==> src/hdl/srq_pkg.sv <==
// shared constants and codes for the strict priority ready queue
package srq_pkg;

  localparam int LEVELS_DEF      = 8;
  localparam int QUEUE_DEPTH_DEF = 16;
  localparam int TASK_BITS_DEF   = 16;

  localparam int CMD_W    = 1;
  localparam int TASK_W   = 16;
  localparam int PRIO_W   = 3;
  localparam int STATUS_W = 2;

  typedef enum logic [CMD_W-1:0] {
    CMD_ENQUEUE  = 1'b0,
    CMD_DISPATCH = 1'b1
  } cmd_t;

  typedef enum logic [STATUS_W-1:0] {
    ST_DONE  = 2'd0,
    ST_FULL  = 2'd1,
    ST_EMPTY = 2'd2
  } status_t;

endpackage

==> src/hdl/srq_if.sv <==
// valid/ready channels for commands and results
interface srq_in_if import srq_pkg::*; ();
  logic              valid;
  logic              ready;
  logic [CMD_W-1:0]  command;
  logic [TASK_W-1:0] task_id;
  logic [PRIO_W-1:0] priority_req;

  modport source (output valid, command, task_id, priority_req, input ready);
  modport sink   (input valid, command, task_id, priority_req, output ready);
endinterface

interface srq_out_if import srq_pkg::*; ();
  logic                valid;
  logic                ready;
  logic [STATUS_W-1:0] status;
  logic [TASK_W-1:0]   task_out;
  logic [PRIO_W-1:0]   level_out;

  modport source (output valid, status, task_out, level_out, input ready);
  modport sink   (input valid, status, task_out, level_out, output ready);
endinterface

==> src/hdl/srq_ram.sv <==
// generic single-port-write, single-port-read ram with registered read data
module srq_ram #(
  parameter int WIDTH = 16,
  parameter int DEPTH = 16
) (
  input  logic                     clk,
  input  logic                     we,
  input  logic [$clog2(DEPTH)-1:0] waddr,
  input  logic [WIDTH-1:0]         wdata,
  input  logic                     re,
  input  logic [$clog2(DEPTH)-1:0] raddr,
  output logic [WIDTH-1:0]         rdata
);

  logic [WIDTH-1:0] mem [DEPTH];

  always_ff @(posedge clk) begin
    if (we) begin
      mem[waddr] <= wdata;
    end
    if (re) begin
      rdata <= mem[raddr];
    end
  end

endmodule

==> src/hdl/strict_priority_ready_queue_core.sv <==
// strict priority ready queue: per-level fifo pointers and task words held in rams
// result word: the pointer ram is read, then the result is registered out for an enqueue or
//   empty dispatch; a dispatch that returns a task reads the task ram in between
// commands are processed one at a time through the read-modify-write of the pointer ram;
//   no new command is accepted until the result is loaded into the output register
// reset: synchronous active-low; levels read empty, valid bits cleared, task ram kept
module strict_priority_ready_queue_core import srq_pkg::*; #(
  parameter int LEVELS      = LEVELS_DEF,
  parameter int QUEUE_DEPTH = QUEUE_DEPTH_DEF,
  parameter int TASK_BITS   = TASK_BITS_DEF
) (
  input  logic      clk,
  input  logic      rst_n,
  srq_in_if.sink    in_ch,
  srq_out_if.source out_ch
);

  localparam int LVL_W   = $clog2(LEVELS);
  localparam int PTR_W   = $clog2(QUEUE_DEPTH);
  localparam int CNT_W   = $clog2(QUEUE_DEPTH + 1);
  localparam int TDEPTH  = LEVELS * QUEUE_DEPTH;
  localparam int TADDR_W = $clog2(TDEPTH);

  typedef struct packed {
    logic [PTR_W-1:0] head;
    logic [PTR_W-1:0] tail;
    logic [CNT_W-1:0] count;
  } meta_t;

  localparam int META_W = $bits(meta_t);

  typedef enum logic [1:0] {
    S_IDLE,
    S_META,
    S_TASK,
    S_PUT
  } state_t;

  state_t               state_r;
  cmd_t                 cmd_r;
  logic [TASK_BITS-1:0] task_r;
  logic [LVL_W-1:0]     lvl_r;
  logic                 bad_lvl_r;
  logic                 found_r;
  logic [LEVELS-1:0]    ne_r;
  logic [LEVELS-1:0]    meta_vld_r;

  logic [STATUS_W-1:0]  res_status_r;
  logic [TASK_W-1:0]    res_task_r;
  logic [PRIO_W-1:0]    res_level_r;

  logic                 out_valid_r;
  logic [STATUS_W-1:0]  out_status_r;
  logic [TASK_W-1:0]    out_task_r;
  logic [PRIO_W-1:0]    out_level_r;

  logic                 in_acc;
  logic                 out_free;
  logic                 enc_found;
  logic [LVL_W-1:0]     enc_lvl;
  logic [LVL_W-1:0]     acc_lvl;

  logic                 meta_we;
  logic [META_W-1:0]    meta_rdata;
  meta_t                meta_cur;
  meta_t                meta_nxt;
  logic                 enq_ok;
  logic                 deq_go;
  logic [TADDR_W-1:0]   tbase;
  logic                 task_we;
  logic                 task_re;
  logic [TADDR_W-1:0]   task_waddr;
  logic [TADDR_W-1:0]   task_raddr;
  logic [TASK_BITS-1:0] task_rdata;

  assign in_ch.ready     = (state_r == S_IDLE);
  assign in_acc          = in_ch.valid && in_ch.ready;
  assign out_free        = !out_valid_r || out_ch.ready;
  assign out_ch.valid    = out_valid_r;
  assign out_ch.status   = out_status_r;
  assign out_ch.task_out = out_task_r;
  assign out_ch.level_out = out_level_r;

  // lowest-numbered non-empty level
  always_comb begin
    enc_found = 1'b0;
    enc_lvl   = '0;
    for (int i = LEVELS - 1; i >= 0; i--) begin
      if (ne_r[i]) begin
        enc_found = 1'b1;
        enc_lvl   = LVL_W'(i);
      end
    end
  end

  assign acc_lvl = (cmd_t'(in_ch.command) == CMD_ENQUEUE) ? LVL_W'(in_ch.priority_req)
                                                         : enc_lvl;

  // a level whose pointers were never written reads as empty
  assign meta_cur = meta_vld_r[lvl_r] ? meta_t'(meta_rdata) : '0;
  assign enq_ok   = (state_r == S_META) && (cmd_r == CMD_ENQUEUE) && !bad_lvl_r &&
                    (meta_cur.count != CNT_W'(QUEUE_DEPTH));
  assign deq_go   = (state_r == S_META) && (cmd_r == CMD_DISPATCH) && found_r;
  assign meta_we  = enq_ok || deq_go;

  always_comb begin
    meta_nxt = meta_cur;
    if (cmd_r == CMD_ENQUEUE) begin
      meta_nxt.tail  = (meta_cur.tail == PTR_W'(QUEUE_DEPTH - 1)) ? '0
                                                                  : meta_cur.tail + 1'b1;
      meta_nxt.count = meta_cur.count + 1'b1;
    end else begin
      meta_nxt.head  = (meta_cur.head == PTR_W'(QUEUE_DEPTH - 1)) ? '0
                                                                  : meta_cur.head + 1'b1;
      meta_nxt.count = meta_cur.count - 1'b1;
    end
  end

  assign tbase      = TADDR_W'(lvl_r) * TADDR_W'(QUEUE_DEPTH);
  assign task_we    = enq_ok;
  assign task_re    = deq_go;
  assign task_waddr = tbase + TADDR_W'(meta_cur.tail);
  assign task_raddr = tbase + TADDR_W'(meta_cur.head);

  srq_ram #(
    .WIDTH (META_W),
    .DEPTH (LEVELS)
  ) u_meta_ram (
    .clk   (clk),
    .we    (meta_we),
    .waddr (lvl_r),
    .wdata (meta_nxt),
    .re    (in_acc),
    .raddr (acc_lvl),
    .rdata (meta_rdata)
  );

  srq_ram #(
    .WIDTH (TASK_BITS),
    .DEPTH (TDEPTH)
  ) u_task_ram (
    .clk   (clk),
    .we    (task_we),
    .waddr (task_waddr),
    .wdata (task_r),
    .re    (task_re),
    .raddr (task_raddr),
    .rdata (task_rdata)
  );

  always_ff @(posedge clk) begin
    if (!rst_n) begin
      state_r     <= S_IDLE;
      ne_r        <= '0;
      meta_vld_r  <= '0;
      out_valid_r <= 1'b0;
    end else begin
      if (state_r == S_PUT && out_free) begin
        out_valid_r <= 1'b1;
      end else if (out_ch.ready) begin
        out_valid_r <= 1'b0;
      end
      if (meta_we) begin
        meta_vld_r[lvl_r] <= 1'b1;
        ne_r[lvl_r]       <= (meta_nxt.count != '0);
      end
      unique case (state_r)
        S_IDLE: begin
          if (in_acc) begin
            state_r <= S_META;
          end
        end
        S_META: begin
          state_r <= (deq_go) ? S_TASK : S_PUT;
        end
        S_TASK: begin
          state_r <= S_PUT;
        end
        S_PUT: begin
          if (out_free) begin
            state_r <= S_IDLE;
          end
        end
        default: state_r <= S_IDLE;
      endcase
    end
  end

  // payload registers
  always_ff @(posedge clk) begin
    if (in_acc) begin
      cmd_r     <= cmd_t'(in_ch.command);
      task_r    <= TASK_BITS'(in_ch.task_id);
      lvl_r     <= acc_lvl;
      bad_lvl_r <= (32'(in_ch.priority_req) >= 32'(LEVELS));
      found_r   <= enc_found;
    end
    if (state_r == S_META) begin
      res_task_r  <= '0;
      res_level_r <= (cmd_r == CMD_DISPATCH && found_r) ? PRIO_W'(lvl_r) : '0;
      if (cmd_r == CMD_ENQUEUE) begin
        res_status_r <= enq_ok ? ST_DONE : ST_FULL;
      end else begin
        res_status_r <= found_r ? ST_DONE : ST_EMPTY;
      end
    end
    if (state_r == S_TASK) begin
      res_task_r <= TASK_W'(task_rdata);
    end
    if (state_r == S_PUT && out_free) begin
      out_status_r <= res_status_r;
      out_task_r   <= res_task_r;
      out_level_r  <= res_level_r;
    end
  end

`ifndef NO_ASSERTIONS
  // non-empty flag agrees with the stored count of the level being worked on
  a_ne_matches_count: assert property (@(posedge clk) disable iff (!rst_n)
    (state_r == S_META) && meta_vld_r[lvl_r] |-> ((meta_cur.count != '0) == ne_r[lvl_r]))
    else $error("non-empty flag disagrees with level count");

  a_count_bound: assert property (@(posedge clk) disable iff (!rst_n)
    (state_r == S_META) |-> (meta_cur.count <= CNT_W'(QUEUE_DEPTH)))
    else $error("level count above queue depth");

  a_empty_dispatch: assert property (@(posedge clk) disable iff (!rst_n)
    (state_r == S_META) && (cmd_r == CMD_DISPATCH) && !found_r |-> (ne_r == '0))
    else $error("dispatch reported empty while a level holds tasks");

  a_dispatch_pops_nonempty: assert property (@(posedge clk) disable iff (!rst_n)
    deq_go |-> ne_r[lvl_r] && (meta_cur.count != '0))
    else $error("dispatch from an empty level");
`endif

endmodule
==> src/flat_wrapper.sv <==
// flat-port wrapper written by rule: the top's interface ports become plain ports
module strict_priority_ready_queue_core_flat import srq_pkg::*;
#(
  parameter int LEVELS      = LEVELS_DEF,
  parameter int QUEUE_DEPTH = QUEUE_DEPTH_DEF,
  parameter int TASK_BITS   = TASK_BITS_DEF
)
  (clk, rst_n, in_ch_valid, in_ch_command, in_ch_task_id, in_ch_priority_req, in_ch_ready, out_ch_valid, out_ch_status, out_ch_task_out, out_ch_level_out, out_ch_ready);
  srq_in_if in_ch_i ();
  srq_out_if out_ch_i ();
  input  logic clk;
  input  logic rst_n;
  input wire logic [$bits(in_ch_i.valid)-1:0] in_ch_valid;
  input wire logic [$bits(in_ch_i.command)-1:0] in_ch_command;
  input wire logic [$bits(in_ch_i.task_id)-1:0] in_ch_task_id;
  input wire logic [$bits(in_ch_i.priority_req)-1:0] in_ch_priority_req;
  output wire logic [$bits(in_ch_i.ready)-1:0] in_ch_ready;
  output wire logic [$bits(out_ch_i.valid)-1:0] out_ch_valid;
  output wire logic [$bits(out_ch_i.status)-1:0] out_ch_status;
  output wire logic [$bits(out_ch_i.task_out)-1:0] out_ch_task_out;
  output wire logic [$bits(out_ch_i.level_out)-1:0] out_ch_level_out;
  input wire logic [$bits(out_ch_i.ready)-1:0] out_ch_ready;
  assign in_ch_i.valid = in_ch_valid;
  assign in_ch_i.command = in_ch_command;
  assign in_ch_i.task_id = in_ch_task_id;
  assign in_ch_i.priority_req = in_ch_priority_req;
  assign in_ch_ready = in_ch_i.ready;
  assign out_ch_valid = out_ch_i.valid;
  assign out_ch_status = out_ch_i.status;
  assign out_ch_task_out = out_ch_i.task_out;
  assign out_ch_level_out = out_ch_i.level_out;
  assign out_ch_i.ready = out_ch_ready;
  strict_priority_ready_queue_core #(.LEVELS(LEVELS), .QUEUE_DEPTH(QUEUE_DEPTH), .TASK_BITS(TASK_BITS)) u_core (.clk(clk), .rst_n(rst_n), .in_ch(in_ch_i), .out_ch(out_ch_i));
endmodule
==> config.mk <==
export PLATFORM = sky130hd
export DESIGN_NAME = strict_priority_ready_queue_core_flat
export DESIGN_NICKNAME = d
export VERILOG_FILES = /design/src/hdl/srq_pkg.sv /design/src/hdl/srq_if.sv /design/src/hdl/srq_ram.sv /design/src/hdl/strict_priority_ready_queue_core.sv /design/src/flat_wrapper.sv
export SDC_FILE = /design/constraint.sdc
export NUM_CORES = 2
export LEC_CHECK = 0
export ABC_AREA = 0
export BUFFER_PORTS_ARGS = -buffer_cell sky130_fd_sc_hd__buf_2
export CORE_UTILIZATION = 40
export CTS_CLUSTER_DIAMETER = 40
export DETAILED_ROUTE_END_ITERATION = 7
export GPL_TIMING_DRIVEN = 0
export SLEW_MARGIN = 0
export SYNTH_ARGS = -nofsm -noshare
export SYNTH_HDL_FRONTEND = slang
export SYNTH_SLANG_ARGS = --single-unit
==> constraint.sdc <==
create_clock -name clk -period 7.15 [get_ports clk]
set_clock_uncertainty 0.15 [all_clocks]
set_input_delay 1.43 -clock clk [delete_from_list [all_inputs] [get_ports clk]]
set_output_delay 1.43 -clock clk [all_outputs]
set_load 0.01 [all_outputs]
==> flow_summary.json <==
{
  "setup_slack_ns": 0.265,
  "cap_violations": 20,
  "cts_max_path_buffers": 4,
  "final-setup-viol-count": 0,
  "numPortBuffers": 46,
  "critPathMaxStageDelay_ns": 1.15,
  "cts_tree": "yes",
  "outcome": "complete, but fails checks",
  "fp.coreArea_um2": 223000,
  "antenna_found_initial": 55,
  "violations": "DRC, capacitance limit, slew limit",
  "r2r_setup_slack_ns": 0.27,
  "start_util_pct": 40.3,
  "p_per_area_nw_per_um2": 375,
  "grt.total_usage_pct": 33.9,
  "die_w_um": 476,
  "yosys_warnings": 0,
  "pin_count": 47,
  "multi_input_area_um2": 20700,
  "ir_drop_uv": 296,
  "fin_util_pct": 49.5,
  "clkTransAtPathRegs_ns": 0.06,
  "dr.pass1.iters": 8,
  "synth-edff-count": 2244,
  "htree_levels": 5,
  "wirelength_mm": 386,
  "cts_inserted_buffers": 328,
  "arrival_ns": 7.25,
  "cts_sinks": 2263,
  "finalSetupTns_ns": 0,
  "cp_max_fo": 10,
  "rr_worst_depth": 9,
  "slew_headroom_pct": -9.59,
  "hold_viol": 0,
  "dp_slack_ns": 0.894,
  "drt_iter0_markers": 10300,
  "path_class": "register to register",
  "grt_pass1_vias": 54000,
  "grt_max_degree": 31,
  "regArea_um2": 67800,
  "layout-drive-gt1-share_pct": 26.1,
  "clock_latency_ns": 0.98,
  "fillers": 18400,
  "synth.distinct_cells": 76,
  "synthesis.nets": 5125,
  "rr_startpoint": "u_core.u_meta_ram.rdata[10]",
  "cts_resized": 0,
  "gp_congestion": 1.08,
  "fin_crit_sh_pct": 96.3,
  "final_nets": 5738,
  "worst_pin_slew_ns": 1.64,
  "hold_buffers": 0,
  "p_leak_nw": 35.8,
  "rsz0062_at_grt": "no",
  "endpoint": "u_core.u_task_ram.rdata[2]",
  "fin_crit_ns": 6.88,
  "r2r-end": "u_core.u_task_ram.rdata[2]",
  "crit_required_ns": 7.52,
  "antenna_left": 0,
  "cp_slowest_cell": "clkbuf_1",
  "area_delta_synth_final_pct": 22.7,
  "vias_per_cell": 6.47,
  "synth.yosys.seq_area_share_pct": 75.5,
  "grt_remaining_overflow": 0,
  "vias": 57900,
  "critPathLaunchType": "register",
  "yosys_most_used_dff": "edfxtp_1",
  "syn_area_um2": 89700,
  "syn_area_per_cell_um2": 17.6,
  "die_area_um2": 226000,
  "root_buffer": "clkbuf_16",
  "crit_start": "u_core.u_meta_ram.rdata[10]",
  "route.detailed.drc": 1,
  "post_cts_buffers": 0,
  "synthArstFlopShare_pct": 0,
  "die_h_um": 476,
  "row_count": 173,
  "cp-end-kind": "register",
  "max_freq_ghz": 0.145,
  "slew_viol_final": 193,
  "holdPathStages": 0,
  "grt_pass1_wl_mm": 501,
  "dpl.hpwl_mm": 281,
  "worstPathCellList": "buf_2 > buf_2 > buf_1 > clkbuf_1 > clkbuf_1 > o221ai_1 > o211a_1 > o32ai_1 > o2111ai_1",
  "min_path_type": "register to register",
  "routedWlPerCell_um": 43.1,
  "syn_inst": 5090,
  "synth_seq_cells": 2263
}
## worst min path at each step
stage                                             to                  start  slack [ns]
after floorplan           u_core.out_ch.level_out[0]  u_core.res_level_r[0]        0.25
after global placement    u_core.out_ch.level_out[0]  u_core.res_level_r[0]        0.26
after detailed placement  u_core.out_ch.task_out[10]  u_core.res_task_r[10]        0.25
after CTS                  u_core.out_ch.task_out[1]   u_core.res_task_r[1]        0.26
after global routing       u_core.out_ch.task_out[6]   u_core.res_task_r[6]        0.27
final                      u_core.out_ch.task_out[1]   u_core.res_task_r[1]        0.25
## cells in the final DEF, fill, tap and decap left out, drive strengths merged, types with 37 or more instances in the layout
| cell type | instances |
|---|---|
| a211oi | 47 |
| a21oi | 282 |
| a221oi | 64 |
| a22oi | 59 |
| buf | 483 |
| clkbuf | 523 |
| clkinv | 80 |
| clkinvlp | 38 |
| edfxtp | 2244 |
| inv | 78 |
| mux2 | 160 |
| mux2i | 240 |
| mux4 | 234 |
| nand2 | 204 |
| nor2 | 269 |
| nor2b | 45 |
| nor3 | 66 |
| o211ai | 47 |
| o21ai | 232 |
| o221ai | 37 |
| o22ai | 48 |
## registers in the layout, summed over array words and instances (netlist names), 8 cells and up
name and count:
u_core.meta_vld_r 8, u_core.res_task_r 16, u_core.u_task_ram.mem 2048, u_core.u_meta_ram.mem 104
u_core.out_ch.task_out 16, u_core.u_task_ram.rdata 16, u_core.ne_r 8, u_core.u_meta_ram.rdata 13
u_core.task_r 16
## layout make-up
cell class / count / area share [%]
buffer: 351 / 1.44
antenna: 22 / 0.0500
tap: 2975 / 3.38
sequential: 2263 / 61.6
inverter: 22 / 0.0750
clock buffer: 372 / 7.74
clock inverter: 206 / 2.07
multi-input combinational: 2454 / 18.8
timing repair buffer: 283 / 4.84
## through the flow
stage          instances  power [W]  hold WS, ns  instance area [µm²]
6_report            8948     0.0412        0.254               110000
5_1_grt             8928     0.0417        0.273               110000
4_1_cts             8924     0.0408        0.263               110000
3_5_place_dp        8346     0.0249        0.255                99200
3_3_place_gp        8111     0.0243        0.256                93700
2_1_floorplan       5090     0.0198        0.250                89700
## synth_stat cells (all sizes together), types with 22 or more instances
library cell | instances | area [µm²]
edfxtp | 2244 | 67400
a21oi | 282 | 1420
nor2 | 269 | 1010
mux2i | 240 | 2430
mux4 | 234 | 5270
o21ai | 232 | 1170
nand2 | 204 | 773
buf | 200 | 1000
mux2 | 160 | 1800
clkbuf | 151 | 568
nor3 | 66 | 330
a221oi | 64 | 561
a22oi | 59 | 457
o22ai | 48 | 325
a211oi | 47 | 358
o211ai | 47 | 353
nor2b | 45 | 282
o221ai | 37 | 324
nand3 | 34 | 170
o32ai | 32 | 280
o2bb2ai | 31 | 272
a221o | 28 | 280
and2 | 28 | 175
o211a | 28 | 280
a31oi | 24 | 150
inv | 22 | 82.6
## cell families after synthesis
kind of cell	synth area share, %
muxes	10.6
DFF	75.5
AOI/OAI and AO/OA	8.44
xor gates and xnor gates	0.0683
buffers and inverters	1.84
and+or+nand+nor	3.39
adders and majority gates	0.162
## power by group
group          total [W]  internal [W]  switching (W)
sequential        0.0157        0.0156       0.000188
clock             0.0161       0.00983        0.00627
combinational    0.00940       0.00253        0.00687
total             0.0412        0.0279         0.0133
## worst max-delay path: cells and delay by family (launching register included)
family / cells / cell delay [ns]
compound gates: 4 / 1.72
buf+inv: 5 / 4.20
flops: 1 / 0.32
## metal layers
metal	global-route usage (%)	up-vias	share of wire, %
met4	21.4	30	7.2
met5	0.171	-	0.066
met2	48.9	4694	43
li1	-	22100	-
met1	43.1	30000	36
met3	12.4	1009	13
No activity file was read; power rests on OpenSTA's default activity.
